## src/rtl/lom_pkg.sv

```systemverilog
// Package for the limit order matcher: side codes, field widths and the
// sequencer state type. No dependencies.
package lom_pkg;

  localparam logic SIDE_BUY  = 1'b0;
  localparam logic SIDE_SELL = 1'b1;

  localparam int PRICE_W = 20;
  localparam int VOL_W   = 16;
  localparam int TAG_W   = 8;

  typedef enum logic [3:0] {
    ST_IDLE,
    ST_SCAN,
    ST_DECIDE,
    ST_TRADE,
    ST_REP_IN,
    ST_REP_REST,
    ST_SHIFT,
    ST_REST,
    ST_REJECT
  } state_t;

  // Control from the sequencer into the book datapath.
  typedef struct packed {
    logic scan_start;
    logic scan_step;
    logic rest_write;
    logic apply_trade;
    logic shift_step;
    logic shift_done;
  } book_ctl_t;

endpackage

```

## src/rtl/lom_book.sv

```systemverilog
// One side of the order book: price, volume and tag memories plus count.
// Depends on lom_pkg.
module lom_book #(
  parameter int BOOK_DEPTH = 16
) (
  input  logic                         clk,
  input  logic                         rst,
  input  logic                         sel,
  input  lom_pkg::book_ctl_t           ctl,
  input  logic [$clog2(BOOK_DEPTH)-1:0] rd_idx,
  input  logic [$clog2(BOOK_DEPTH)-1:0] wr_idx,
  input  logic [lom_pkg::VOL_W-1:0]    wr_vol,
  input  logic [lom_pkg::PRICE_W-1:0]  rest_price,
  input  logic [lom_pkg::VOL_W-1:0]    rest_vol,
  input  logic [lom_pkg::TAG_W-1:0]    rest_tag,
  output logic [$clog2(BOOK_DEPTH+1)-1:0] count,
  output logic [lom_pkg::PRICE_W-1:0]  rd_price,
  output logic [lom_pkg::VOL_W-1:0]    rd_vol,
  output logic [lom_pkg::TAG_W-1:0]    rd_tag
);
  localparam int IW = $clog2(BOOK_DEPTH);
  localparam int CW = $clog2(BOOK_DEPTH+1);

  logic [lom_pkg::PRICE_W-1:0] price_mem [BOOK_DEPTH];
  logic [lom_pkg::VOL_W-1:0]   vol_mem   [BOOK_DEPTH];
  logic [lom_pkg::TAG_W-1:0]   tag_mem   [BOOK_DEPTH];

  // Registered read port.
  always_ff @(posedge clk) begin
    rd_price <= price_mem[rd_idx];
    rd_vol   <= vol_mem[rd_idx];
    rd_tag   <= tag_mem[rd_idx];
  end

  // Single write port: rest append, trade volume update, or shift down one entry.
  always_ff @(posedge clk) begin
    if (sel && ctl.rest_write) begin
      price_mem[count[IW-1:0]] <= rest_price;
      vol_mem[count[IW-1:0]]   <= rest_vol;
      tag_mem[count[IW-1:0]]   <= rest_tag;
    end else if (sel && ctl.apply_trade) begin
      vol_mem[wr_idx] <= wr_vol;
    end else if (sel && ctl.shift_step) begin
      price_mem[wr_idx] <= rd_price;
      vol_mem[wr_idx]   <= rd_vol;
      tag_mem[wr_idx]   <= rd_tag;
    end
  end

  // Entry count.
  always_ff @(posedge clk) begin
    if (rst) begin
      count <= '0;
    end else if (sel && ctl.rest_write) begin
      count <= count + CW'(1);
    end else if (sel && ctl.shift_done) begin
      count <= count - CW'(1);
    end
  end
endmodule

```

## src/rtl/lom_ctrl.sv

```systemverilog
// Matching sequencer: best-price scan, trade, reports, removal, resting.
// Depends on lom_pkg.
module lom_ctrl #(
  parameter int BOOK_DEPTH = 16
) (
  input  logic                          clk,
  input  logic                          rst,
  input  logic                          in_valid,
  output logic                          in_ready,
  input  logic                          mode,
  input  logic [lom_pkg::PRICE_W-1:0]   price,
  input  logic [lom_pkg::VOL_W-1:0]     volume,
  input  logic [lom_pkg::TAG_W-1:0]     order_tag,
  output logic                          out_valid,
  input  logic                          out_ready,
  output logic [lom_pkg::TAG_W-1:0]     report_tag,
  output logic [lom_pkg::VOL_W-1:0]     traded_volume,
  output logic                          fully_filled,
  output logic                          rejected,
  output logic                          last,
  output lom_pkg::book_ctl_t            ctl,
  output logic                          side,
  output logic [$clog2(BOOK_DEPTH)-1:0] rd_idx,
  output logic [$clog2(BOOK_DEPTH)-1:0] wr_idx,
  output logic [lom_pkg::VOL_W-1:0]     wr_vol,
  output logic [lom_pkg::PRICE_W-1:0]   cur_price,
  output logic [lom_pkg::VOL_W-1:0]     cur_vol,
  output logic [lom_pkg::TAG_W-1:0]     cur_tag,
  input  logic [$clog2(BOOK_DEPTH+1)-1:0] opp_count,
  input  logic [$clog2(BOOK_DEPTH+1)-1:0] own_count,
  input  logic [lom_pkg::PRICE_W-1:0]   rd_price,
  input  logic [lom_pkg::VOL_W-1:0]     rd_vol,
  input  logic [lom_pkg::TAG_W-1:0]     rd_tag
);
  localparam int IW = $clog2(BOOK_DEPTH);
  localparam int CW = $clog2(BOOK_DEPTH+1);

  lom_pkg::state_t state, state_next;

  logic [CW-1:0]               scan_ptr;
  logic                        cmp_valid;
  logic [IW-1:0]               cmp_idx;
  logic [IW-1:0]               best_idx;
  logic [lom_pkg::PRICE_W-1:0] best_price;
  logic [lom_pkg::VOL_W-1:0]   best_vol;
  logic [lom_pkg::TAG_W-1:0]   best_tag;
  logic [lom_pkg::VOL_W-1:0]   qty;
  logic [lom_pkg::VOL_W-1:0]   rest_left;
  logic                        out_busy;
  logic                        better;
  logic                        crosses;
  logic                        shift_end;
  logic [CW-1:0]               shift_ptr;
  logic                        pend_valid;
  logic [lom_pkg::TAG_W-1:0]   pend_tag;
  logic [lom_pkg::VOL_W-1:0]   pend_qty;
  logic                        pend_full;
  logic                        more_trade;
  logic                        rest_last;

  // Shared compare unit: candidate beats current best, or current best crosses.
  always_comb begin
    if (side == lom_pkg::SIDE_BUY) begin
      better  = rd_price < best_price;
      crosses = best_price <= cur_price;
    end else begin
      better  = rd_price > best_price;
      crosses = best_price >= cur_price;
    end
  end

  assign out_busy  = out_valid && !out_ready;
  assign shift_end = (shift_ptr + CW'(1)) >= opp_count;

  // The resting side's report waits until the next decision is known, so
  // that it can tell whether it closes the order.
  assign more_trade = (cur_vol != '0) && (opp_count != '0) && crosses;
  assign rest_last  = (cur_vol == '0) ||
                      (!more_trade && own_count < CW'(BOOK_DEPTH));

  // Next state.
  always_comb begin
    state_next = state;
    unique case (state)
      lom_pkg::ST_IDLE: begin
        if (in_valid && in_ready && volume != '0) state_next = lom_pkg::ST_SCAN;
      end
      lom_pkg::ST_SCAN: begin
        if (opp_count == '0)
          state_next = pend_valid ? lom_pkg::ST_REP_REST : lom_pkg::ST_REST;
        else if (cmp_valid && {1'b0, cmp_idx} == opp_count - CW'(1))
          state_next = lom_pkg::ST_DECIDE;
      end
      lom_pkg::ST_DECIDE: begin
        if (pend_valid) state_next = lom_pkg::ST_REP_REST;
        else state_next = crosses ? lom_pkg::ST_TRADE : lom_pkg::ST_REST;
      end
      lom_pkg::ST_TRADE:   state_next = lom_pkg::ST_REP_IN;
      lom_pkg::ST_REP_IN: begin
        if (!out_busy) begin
          if (rest_left == '0) state_next = lom_pkg::ST_SHIFT;
          else state_next = lom_pkg::ST_REP_REST;
        end
      end
      lom_pkg::ST_REP_REST: begin
        if (!out_busy) begin
          if (cur_vol == '0) state_next = lom_pkg::ST_IDLE;
          else if (more_trade) state_next = lom_pkg::ST_TRADE;
          else state_next = lom_pkg::ST_REST;
        end
      end
      lom_pkg::ST_SHIFT: begin
        if (shift_end)
          state_next = (cur_vol == '0) ? lom_pkg::ST_REP_REST : lom_pkg::ST_SCAN;
      end
      lom_pkg::ST_REST: begin
        if (own_count < CW'(BOOK_DEPTH)) state_next = lom_pkg::ST_IDLE;
        else state_next = lom_pkg::ST_REJECT;
      end
      lom_pkg::ST_REJECT: begin
        if (!out_busy) state_next = lom_pkg::ST_IDLE;
      end
      default: state_next = lom_pkg::ST_IDLE;
    endcase
  end

  // Outputs toward the books.
  always_comb begin
    ctl      = '0;
    rd_idx   = scan_ptr[IW-1:0];
    wr_idx   = best_idx;
    wr_vol   = best_vol - qty;
    in_ready = (state == lom_pkg::ST_IDLE) && !out_busy;
    unique case (state)
      lom_pkg::ST_SCAN:     ctl.scan_step = 1'b1;
      lom_pkg::ST_TRADE:    ctl.apply_trade = 1'b1;
      lom_pkg::ST_SHIFT: begin
        rd_idx          = IW'(shift_ptr + CW'(1));
        wr_idx          = shift_ptr[IW-1:0];
        ctl.shift_step  = cmp_valid;
        ctl.shift_done  = shift_end;
      end
      lom_pkg::ST_REST:     ctl.rest_write = own_count < CW'(BOOK_DEPTH);
      default: ;
    endcase
  end

  always_ff @(posedge clk) begin
    if (rst) state <= lom_pkg::ST_IDLE;
    else state <= state_next;
  end

  // Read-data valid flag for the scan and the shift.
  always_ff @(posedge clk) begin
    if (state == lom_pkg::ST_SCAN) cmp_valid <= scan_ptr < opp_count;
    else if (state == lom_pkg::ST_SHIFT) cmp_valid <= !cmp_valid && !shift_end;
    else cmp_valid <= 1'b0;
  end

  // A resting side report is owed from each trade until it is sent.
  always_ff @(posedge clk) begin
    if (rst) pend_valid <= 1'b0;
    else if (state == lom_pkg::ST_TRADE) pend_valid <= 1'b1;
    else if (state == lom_pkg::ST_REP_REST && !out_busy) pend_valid <= 1'b0;
  end

  // Order registers, scan pointer, best-so-far tracking, trade quantity and shift pointer.
  always_ff @(posedge clk) begin
    unique case (state)
      lom_pkg::ST_IDLE: begin
        side      <= mode;
        cur_price <= price;
        cur_vol   <= volume;
        cur_tag   <= order_tag;
        scan_ptr  <= '0;
      end
      lom_pkg::ST_SCAN: begin
        if (scan_ptr < opp_count) begin
          scan_ptr  <= scan_ptr + CW'(1);
          cmp_idx   <= scan_ptr[IW-1:0];
        end
        if (cmp_valid && (cmp_idx == '0 || better)) begin
          best_idx   <= cmp_idx;
          best_price <= rd_price;
          best_vol   <= rd_vol;
          best_tag   <= rd_tag;
        end
      end
      lom_pkg::ST_DECIDE: begin
        qty <= (cur_vol < best_vol) ? cur_vol : best_vol;
      end
      lom_pkg::ST_TRADE: begin
        cur_vol   <= cur_vol - qty;
        rest_left <= best_vol - qty;
        scan_ptr  <= '0;
        pend_tag  <= best_tag;
        pend_qty  <= qty;
        pend_full <= best_vol == qty;
      end
      lom_pkg::ST_REP_IN: begin
        shift_ptr <= {1'b0, best_idx};
      end
      lom_pkg::ST_SHIFT: begin
        // Read of entry i+1 is registered and lands in the next cycle; write it into i then advance.
        if (cmp_valid) shift_ptr <= shift_ptr + CW'(1);
      end
      default: ;
    endcase
  end

  // Output register holding one report beat.
  always_ff @(posedge clk) begin
    if (rst) begin
      out_valid <= 1'b0;
    end else if (!out_busy) begin
      if (state == lom_pkg::ST_REP_IN) begin
        out_valid     <= 1'b1;
        report_tag    <= cur_tag;
        traded_volume <= qty;
        fully_filled  <= cur_vol == '0;
        rejected      <= 1'b0;
        last          <= 1'b0;
      end else if (state == lom_pkg::ST_REP_REST) begin
        out_valid     <= 1'b1;
        report_tag    <= pend_tag;
        traded_volume <= pend_qty;
        fully_filled  <= pend_full;
        rejected      <= 1'b0;
        last          <= rest_last;
      end else if (state == lom_pkg::ST_REJECT) begin
        out_valid     <= 1'b1;
        report_tag    <= cur_tag;
        traded_volume <= '0;
        fully_filled  <= 1'b0;
        rejected      <= 1'b1;
        last          <= 1'b1;
      end else begin
        out_valid     <= 1'b0;
      end
    end
  end
endmodule

```

## src/rtl/limit_order_matcher.sv

```systemverilog
// Top level of the limit order matcher: sequencer plus buy and sell books.
// Depends on lom_pkg, lom_ctrl and lom_book.
//
// Usage: one order beat enters on in_valid/in_ready (mode, price, volume,
// order_tag). Report beats leave on out_valid/out_ready, two per fill
// (incoming order, then resting order) or one per reject, with last on the
// final report of the order. A zero-volume order gives no beat; an order
// that neither trades nor is rejected gives none. Each trade costs a
// best-price scan of the opposite book (through the registered read port
// and one shared comparator), a trade and report step, and for a removed
// order a shift down of every entry behind it. The resting side's report
// goes out after the next scan when the incoming order has volume left,
// else directly, once it is known whether it is the last.
// in_ready is high only while the sequencer is idle and no report waits.
// When the receiver stalls, the sequencer holds at the report step.
// Reset (synchronous, rst high) empties both books at once by clearing
// their counts; no clearing pass runs.
module limit_order_matcher #(
  parameter int BOOK_DEPTH = 16
) (
  input  logic                        clk,
  input  logic                        rst,
  input  logic                        in_valid,
  output logic                        in_ready,
  input  logic                        mode,
  input  logic [lom_pkg::PRICE_W-1:0] price,
  input  logic [lom_pkg::VOL_W-1:0]   volume,
  input  logic [lom_pkg::TAG_W-1:0]   order_tag,
  output logic                        out_valid,
  input  logic                        out_ready,
  output logic [lom_pkg::TAG_W-1:0]   report_tag,
  output logic [lom_pkg::VOL_W-1:0]   traded_volume,
  output logic                        fully_filled,
  output logic                        rejected,
  output logic                        last
);
  localparam int IW = $clog2(BOOK_DEPTH);
  localparam int CW = $clog2(BOOK_DEPTH+1);

  lom_pkg::book_ctl_t          ctl;
  logic                        side;
  logic [IW-1:0]               rd_idx, wr_idx;
  logic [lom_pkg::VOL_W-1:0]   wr_vol, cur_vol;
  logic [lom_pkg::PRICE_W-1:0] cur_price;
  logic [lom_pkg::TAG_W-1:0]   cur_tag;
  logic [CW-1:0]               buy_count, sell_count, opp_count, own_count;
  logic [lom_pkg::PRICE_W-1:0] buy_price, sell_price, rd_price;
  logic [lom_pkg::VOL_W-1:0]   buy_vol, sell_vol, rd_vol;
  logic [lom_pkg::TAG_W-1:0]   buy_tag, sell_tag, rd_tag;
  logic                        buy_opp, sell_opp;
  lom_pkg::book_ctl_t          buy_ctl, sell_ctl;

  // A buy order matches against sells and rests in buys.
  assign sell_opp  = side == lom_pkg::SIDE_BUY;
  assign buy_opp   = !sell_opp;
  assign opp_count = sell_opp ? sell_count : buy_count;
  assign own_count = sell_opp ? buy_count : sell_count;
  assign rd_price  = sell_opp ? sell_price : buy_price;
  assign rd_vol    = sell_opp ? sell_vol : buy_vol;
  assign rd_tag    = sell_opp ? sell_tag : buy_tag;

  // Scan, trade and shift go to the opposite book; resting to the own book.
  always_comb begin
    buy_ctl  = ctl;
    sell_ctl = ctl;
    buy_ctl.rest_write  = ctl.rest_write && sell_opp;
    sell_ctl.rest_write = ctl.rest_write && buy_opp;
    buy_ctl.apply_trade = ctl.apply_trade && buy_opp;
    sell_ctl.apply_trade = ctl.apply_trade && sell_opp;
    buy_ctl.shift_step  = ctl.shift_step && buy_opp;
    sell_ctl.shift_step = ctl.shift_step && sell_opp;
    buy_ctl.shift_done  = ctl.shift_done && buy_opp;
    sell_ctl.shift_done = ctl.shift_done && sell_opp;
  end

  lom_ctrl #(.BOOK_DEPTH(BOOK_DEPTH)) u_ctrl (
    .clk, .rst, .in_valid, .in_ready, .mode, .price, .volume, .order_tag,
    .out_valid, .out_ready, .report_tag, .traded_volume, .fully_filled,
    .rejected, .last, .ctl, .side, .rd_idx, .wr_idx, .wr_vol, .cur_price,
    .cur_vol, .cur_tag, .opp_count, .own_count, .rd_price, .rd_vol, .rd_tag
  );

  lom_book #(.BOOK_DEPTH(BOOK_DEPTH)) u_buy (
    .clk, .rst, .sel(1'b1), .ctl(buy_ctl), .rd_idx, .wr_idx, .wr_vol,
    .rest_price(cur_price), .rest_vol(cur_vol), .rest_tag(cur_tag),
    .count(buy_count), .rd_price(buy_price), .rd_vol(buy_vol), .rd_tag(buy_tag)
  );

  lom_book #(.BOOK_DEPTH(BOOK_DEPTH)) u_sell (
    .clk, .rst, .sel(1'b1), .ctl(sell_ctl), .rd_idx, .wr_idx, .wr_vol,
    .rest_price(cur_price), .rest_vol(cur_vol), .rest_tag(cur_tag),
    .count(sell_count), .rd_price(sell_price), .rd_vol(sell_vol),
    .rd_tag(sell_tag)
  );
endmodule

```

## config.mk

```make
export PLATFORM = sky130hd
export DESIGN_NAME = limit_order_matcher
export DESIGN_NICKNAME = d
export VERILOG_FILES = /design/src/rtl/lom_pkg.sv /design/src/rtl/lom_book.sv /design/src/rtl/lom_ctrl.sv /design/src/rtl/limit_order_matcher.sv
export SDC_FILE = /design/constraint.sdc
export NUM_CORES = 2
export LEC_CHECK = 0
export ABC_CLOCK_PERIOD_IN_PS = 10930
export BUFFER_PORTS_ARGS = -buffer_cell sky130_fd_sc_hd__buf_2
export CAP_MARGIN = 25
export CORE_MARGIN = 5
export CORE_UTILIZATION = 25
export CTS_CLUSTER_DIAMETER = 100
export DETAILED_ROUTE_END_ITERATION = 10
export SETUP_SLACK_MARGIN = 0.4
export SYNTH_ARGS = -nofsm -noshare
export SYNTH_HDL_FRONTEND = slang
export SYNTH_SLANG_ARGS = --single-unit
```

## constraint.sdc

```tcl
create_clock -name clk -period 10.93 [get_ports clk]
set_input_delay 1.093 -clock clk [delete_from_list [all_inputs] [get_ports clk]]
set_output_delay 1.093 -clock clk [all_outputs]
set_load 0.005 [all_outputs]
```

## Yosys cells after proc, flatten, opt, wreduce, memory -nomap -nowiden

Memories as Yosys holds them, arrays and structs flattened. A register that Yosys moved wholly into a read port is not among the register bits.
Index checks and enable logic that the tools add are counted.

- Reductions and logical operators: 55
- Bitwise operators: 5
- Add/sub/neg operators: 9
- Mux-type cells: 94
- Magnitude comparators: 8
- Equal/unequal tests: 18

Operators by type and width:

| kind | count |
|---|---|
| 2-to-1 mux 16 bit | 9 |
| 2-to-1 mux 4 bit | 18 |
| 2-to-1 mux 20 bit | 3 |
| 2-to-1 mux 8 bit | 6 |
| 2-to-1 mux 1 bit | 40 |
| 2-to-1 mux 5 bit | 8 |
| OR reduction 20 bit | 2 |
| case mux 4 bit (9 select lines) | 1 |
| zero test 16 bit | 2 |
| case mux 16 bit (2 select lines) | 1 |
| nonzero test 16 bit | 2 |
| OR reduction 16 bit | 2 |
| subtractor 16 bit | 2 |
| adder 5 x 1 -> 5 bit, second input constant | 4 |
| greater-or-equal comparator 20 bit | 1 |
| > comparator 20 bit | 1 |
| less-or-equal comparator 20 bit | 1 |
| < comparator 20 bit | 1 |
| case mux 5 bit (2 select lines) | 2 |
| logical AND 1 bit | 19 |
| equality test 16 bit | 1 |
| equality test 4 x 3 -> 1 bit, second input constant | 4 |
| < comparator 16 bit | 1 |
| OR reduction 8 bit | 2 |
| other kinds (26) | 56 |

- Register bits: 208
- Memories: 6
- RAM bits: 1408
- Input port bits: 49
- Logic and storage cells: 222
- Output and inout bits: 29

Memories:

| memory | depth | bits a word | read ports | clocked after memory_dff | wr ports | RTL line | text |
|---|---|---|---|---|---|---|---|
| u_buy.price_mem | 16 | 20 | 1 | 1 | 1 | lom_book.sv:24 | `logic [lom_pkg::PRICE_W-1:0] price_mem [BOOK_DEPTH];` |
| u_sell.price_mem | 16 | 20 | 1 | 1 | 1 | lom_book.sv:24 |  |
| u_buy.vol_mem | 16 | 16 | 1 | 1 | 1 | lom_book.sv:25 | `logic [lom_pkg::VOL_W-1:0] vol_mem [BOOK_DEPTH];` |
| u_sell.vol_mem | 16 | 16 | 1 | 1 | 1 | lom_book.sv:25 |  |
| u_buy.tag_mem | 16 | 8 | 1 | 1 | 1 | lom_book.sv:26 | `logic [lom_pkg::TAG_W-1:0] tag_mem [BOOK_DEPTH];` |
| u_sell.tag_mem | 16 | 8 | 1 | 1 | 1 | lom_book.sv:26 |  |

## Logic depth before layout (Yosys ltp)

- Depth in word-level cells: 11
- Gate-level depth with buffers: 13
- Depth with buffers taken out: 11

## Hierarchy

A second synthesis with hierarchy kept.

- Cells, all modules: 3891
- Area total of the unflattened synthesis: 69362.8 µm²

Modules (own cells, without submodules):

| module | area each (µm²) | seq. area each (µm²) | instances | cells an instance |
|---|---|---|---|---|
| lom_book (u_sell) | 28747.6 | 22121.2 | 1 | 1424 |
| lom_book (u_buy) | 28746.3 | 22121.2 | 1 | 1422 |
| lom_ctrl | 10889.2 | 5875.6 | 1 | 975 |
| limit_order_matcher | 979.7 | 0.0 | 1 | 70 |

## Worst setup path before layout

Ideal clock, no wire load.

- Path type: flip-flop to flip-flop
- Start point: register u_ctrl.side
- End point: register u_ctrl.best_idx[0], enable pin
- Required time: 10.527 ns
- Slack: 6.319 ns
- Buffers on the path: 3
- Library setup time: 0.403 ns
- Period minus slack after synthesis: 4.611 ns
- Arrival: 4.208 ns
- Cell stages (with the launch flop): 14
- Path through: edfxtp_1 clkbuf_1 clkbuf_1 buf_1 mux2_2 ha_1 a21o_1 a21o_1 a21o_1 a21oi_1 o211ai_1 a21oi_1 mux2i_1 o211a_1

- Cells in the longest elaborated chain, start to end: 6
- Elaborated cells between the ends (all ways): 7
- Those cells by class: order compare: 2; mux: 2; reduce/logical: 3

RTL lines:

| what | RTL line | text |
|---|---|---|
| from (decl) | lom_ctrl.sv:22 | `output logic side,` |
| from (signal assigned) | lom_ctrl.sv:171 | `side <= mode;` |
| 2-to-1 mux 20 bit * | limit_order_matcher.sv:58 | `assign rd_price = sell_opp ? sell_price : buy_price;` |
| net rd_price (one bit) | limit_order_matcher.sv:47 | `logic [lom_pkg::PRICE_W-1:0] buy_price, sell_price, rd_price;` |
| < comparator 20 bit / > comparator 20 bit (equally long branches) | lom_ctrl.sv:64, lom_ctrl.sv:67 |  |
| 2-to-1 mux 1 bit * | lom_ctrl.sv:63 | `if (side == lom_pkg::SIDE_BUY) begin` |
| logical OR 1 bit * | lom_ctrl.sv:182 | `if (cmp_valid && (cmp_idx == '0 \|\| better)) begin` |
| logical AND 1 bit * | lom_ctrl.sv:182 |  |
| AND reduction 2 bit (no line) * | - |  |
| to (signal assigned) | lom_ctrl.sv:183 | `best_idx <= cmp_idx;` |
| to (decl) | lom_ctrl.sv:43 | `logic [IW-1:0] best_idx;` |

The timed path passes the listed nets; every way through them passes the cells marked *.
A chain may end at the register's enable or synchronous reset.

## Worst setup path in the final report

- Start point: register u_ctrl.side
- End point: register u_ctrl.best_price[9] in the netlist's numbering, enable pin

- Cells in the longest elaborated chain, start to end: 6
- Elaborated cells between the ends (all ways): 7
- Those cells by class: order compare: 2; mux: 2; reduce/logical: 3

RTL lines:

| what | RTL line | text |
|---|---|---|
| 2-to-1 mux 20 bit * | limit_order_matcher.sv:58 |  |
| net rd_price (one bit) | limit_order_matcher.sv:47 |  |
| < comparator 20 bit / > comparator 20 bit (equally long branches) | lom_ctrl.sv:64, lom_ctrl.sv:67 |  |
| 2-to-1 mux 1 bit * | lom_ctrl.sv:63 |  |
| logical OR 1 bit * | lom_ctrl.sv:182 |  |
| logical AND 1 bit * | lom_ctrl.sv:182 |  |
| AND reduction 2 bit (no line) * | - |  |
| to (signal assigned) | lom_ctrl.sv:184 | `best_price <= rd_price;` |
| to (decl) | lom_ctrl.sv:44 | `logic [lom_pkg::PRICE_W-1:0] best_price;` |

Marked as above.

==> summary by stage <==
Timing
The number of setup violations in the final report is 0. The max-slew violation count is 0. The transition at the pin with the smallest max-transition slack is 1.111 ns. Of the available clock period, the critical path in the final layout requires 0.4561. The number of endpoints with negative hold slack in the final report was 0. The post-layout minimum cycle time is 4.985 ns.

The setup total negative slack is 0 ns. The relative slew slack is 0.2593. Setup repair after global routing left no endpoint under its margin. The final setup skew is 0.03082 ns.

Static timing analysis puts the maximum clock frequency at 200.6 MHz.

Floorplanning
The area of the placeable core is 0.2736 sq mm. The horizontal die dimension is 534.2 um. 78 I/O pins were placed. The die area is 0.2853 sq mm.

The number of standard-cell rows in the floorplan is 192. For this configuration, the core starts out at a cell density of 0.2510. The chip height is 534.2 um.

Place
At the end of routability-driven placement, the weighted congestion stood at 0.8282. The detailed placer's ending HPWL is 96040 um. The number of port buffers is 77. The number of placed instances, taps included is 7358.

Synthesis
The biggest area consumer among synthesized cells is edfxtp_1. The share of the Yosys chip area taken by registers is 0.7297. The top flip-flop cell by instance count after synthesis is edfxtp_1. In this run, synthesis inferred 1599 flip-flops with an integrated enable.

The adder-cell share of the synthesized area is 0.01993. The cell count after synthesis came out at 3716. The largest family of logic cells by synthesized area is multiplexers. In this run, distinct cell masters in the synthesized netlist total 66. The xor/xnor cell area share of the yosys netlist is 0.005993. The synthesized flop and latch total is 1704.

The area share of and/or/nand/nor cells after synthesis is 0.03855. Measured against the total synthesized area, the mux share comes to 0.1445. The complex-gate fraction of the synthesized area is 0.04239.

Yosys attributes the largest share of cell area to edfxtp_1, mux4_2, dfxtp_1, ha_1, mux2i_1. Of all flip-flops after synthesis, the portion carrying an async set or reset was 0. The number of nets handed over by synthesis was 3872. The netlist area before placement is 0.06868 sq mm. The area share of the largest cell type after synthesis is 0.6991. The count of synthesis-stage warnings from yosys is 0. The synthesized area per cell is 18.48 sq um.

Setup path
The endpoint of the most critical setup path is u_ctrl.best_price[9]. In this run the register-to-register setup slack is 5.95 ns. The maximum fanout encountered on the critical timing path is 50.

Counting cells, the worst reg-to-reg path comes to 11. The slowest library cell on the worst path is edfxtp_1. The terminus of the critical flop-to-flop path is u_ctrl.best_price[9]. The signal on the critical path passes through buf_4, mux2_2, ha_1, o21a_1, o21a_1, o211ai_1, o211ai_1, a21oi_1, mux2i_1, o211a_2, buf_4. In this run the worst setup path begins at u_ctrl.side. The type of element launching the critical path is a register. For the worst setup path, the data required time is 11.36 ns. The delay of the slowest cell on the worst path is 0.89 ns.

The signal arrival time at the worst endpoint is 5.42 ns. The launch point of the worst reg-to-reg path is u_ctrl.side. The type of the worst setup path is reg2reg.

The category of the worst setup path capture point is a register.

Clock tree
Post-CTS repair changed the size of 0 cells. After clock tree synthesis, the clock-pin slew on the worst setup and hold paths is 0.06 ns. The number of buffers inserted by hold repair at cts is 0. The clock drives 1704 sinks.

The CTS tree is built. Once the clock tree was built, the setup fixing pass inserted 0 buffers. Buffers inserted during clock tree synthesis total 159. The maximum number of buffers from clock root to sink is 3. The total number of H-tree levels is 4.

CTS placed an instance of clkbuf_16 at the clock tree root. For the worst-skew pair, the clock arrives at the later sink with an insertion delay of 0.79 ns.

Min path
The path category of the worst min-delay check is reg2reg.

Detailed routing
The DRC violation count after routing is 0. The final routed wirelength across all metal layers is 161800 um. The wire length per cell after detailed routing is 21.10 um.

Detailed routing inserted a total of 34890 vias. The residual antenna-violating net count after detailed routing is 0. The vias per cell is 4.551.

The first TritonRoute pass finished after 7 iterations. The number of violations reported at the end of detailed-routing iteration 0 is 3420.

Power and ir drop
The leakage component of the power is 25.81 nW. For this design the ratio of total power to cell area is 256.9 mW/mm^2. The worst voltage drop across the vdd grid is 0.0002603 V.

Cells and area
In the layout the commonest cells are edfxtp_1, mux4_2, nand2_1. The signed area change from the synthesized netlist to the final layout is 15.80%. The net count of the finished layout is 4098. The final cell count without fillers is 7668. Leaving out fill and tap cells, the most frequent cell in the layout is edfxtp_1. The count of filler cells inserted in the layout is 26670. Of the cells placed in the final design, the portion with a size suffix greater than 1 is 0.2366.

Job
Across the run, the number of max-cap violations was 0.

Global routing
Global routing finished with a remaining overflow of 0. The initial antenna violation count was 7. The wire length of the first global-routing pass is 236500 um. The number of global-route vias before repair is 35100. The total routing resource utilization after global routing is 0.1101.

The largest net degree at the start of global routing is 140.

Status
The flow ran to the end, and the final reports show no timing, DRC or antenna violations.
[synthesized netlist by cell type (16+ instances only)]
library cell,n
nand2_1,177
o21a_1,16
mux2_2,68
edfxtp_1,1599
nor3_1,21
buf_2,38
nand3_1,26
a211oi_1,93
mux2i_1,123
buf_6,22
ha_1,103
clkbuf_1,97
a21oi_1,153
xor2_1,21
o21ai_0,92
inv_1,94
nor2_1,168
dfxtp_1,105
mux4_2,352
nor2b_1,99
xnor2_1,26
a21o_1,31
nor4_1,16
a31oi_1,26
[where the power goes]
group          switching [W]  total, W  internal, W
clock                0.00240   0.00543      0.00304
combinational        0.00349   0.00609      0.00260
sequential          0.000500   0.00891      0.00841
total                0.00639    0.0204       0.0140
[flip-flops by register name, indices dropped and copies added (netlist names), 20 cells and up]
register / flops
u_buy.tag_mem: 128
u_sell.tag_mem: 128
u_ctrl.cur_price: 20
u_sell.rd_price: 20
u_buy.vol_mem: 256
u_ctrl.best_price: 20
u_buy.price_mem: 320
u_sell.vol_mem: 256
u_sell.price_mem: 320
u_buy.rd_price: 20
[layer usage]
layer	vias to the layer above	GRT usage	part of all wire
li1	15350	-	-
met1	18150	0.1550	0.44
met2	1141	0.1724	0.46
met3	256	0.02195	0.066
met4	0	0.03241	0.026
met5	-	0	0
[kinds of logic after synthesis]
group / Yosys count
simple gates: 566
mux: 543
flops: 1704
buf+inv: 278
fa+ha+maj: 107
compound gates: 471
xor+xnor: 47
[cell type report]
type	count	area, sq um	area share
multi-input cells	1734	17610	0.2215
clock buffers	231	4577	0.05755
flip-flops and latches	1704	50120	0.6302
well taps	3589	4491	0.05646
repair buffers	247	1877	0.02360
diodes	4	10.01	0.0001259
inverters	96	360.3	0.004531
clock inverters	63	485.5	0.006104
[worst min path at each step]
stage,from,cells past startpoint,slack [ns],to
6_report,u_ctrl.best_tag[4],0,0.42,u_ctrl.pend_tag[4]
5_1_grt,price[16],1,0.43,u_ctrl.cur_price[16]
4_1_cts,price[17],1,0.41,u_ctrl.cur_price[17]
3_5_place_dp,u_ctrl.best_tag[3],0,0.41,u_ctrl.pend_tag[3]
3_3_place_gp,u_ctrl.best_tag[7],0,0.41,u_ctrl.pend_tag[7]
2_1_floorplan,u_ctrl.best_tag[0],0,0.40,u_ctrl.pend_tag[0]
[through the flow]
step	hold WS, ns	worst slack, ns	power, W	instance area [sq um]	util
final	0.4209	5.945	0.02043	79530	0.2907
after global routing	0.4290	5.714	0.02145	79530	0.2906
after CTS	0.4114	5.980	0.02062	79410	0.2902
after detailed placement	0.4059	5.986	0.01518	74350	0.2717
after global placement	0.4055	6.116	0.01504	74110	0.2708
after floorplan	0.4003	6.319	0.01322	68680	-
[critical path: cells and delay by family, from the launching register on]
family	cells	cell delay (ns)
AO/OA/AOI/OAI	6	1.48
flip-flops	1	0.89
buffers and inverters	2	1.18
multiplexers	2	0.74
adder cells (fa/ha/maj)	1	0.31
Note: power is estimated with default switching activity, not from simulation.
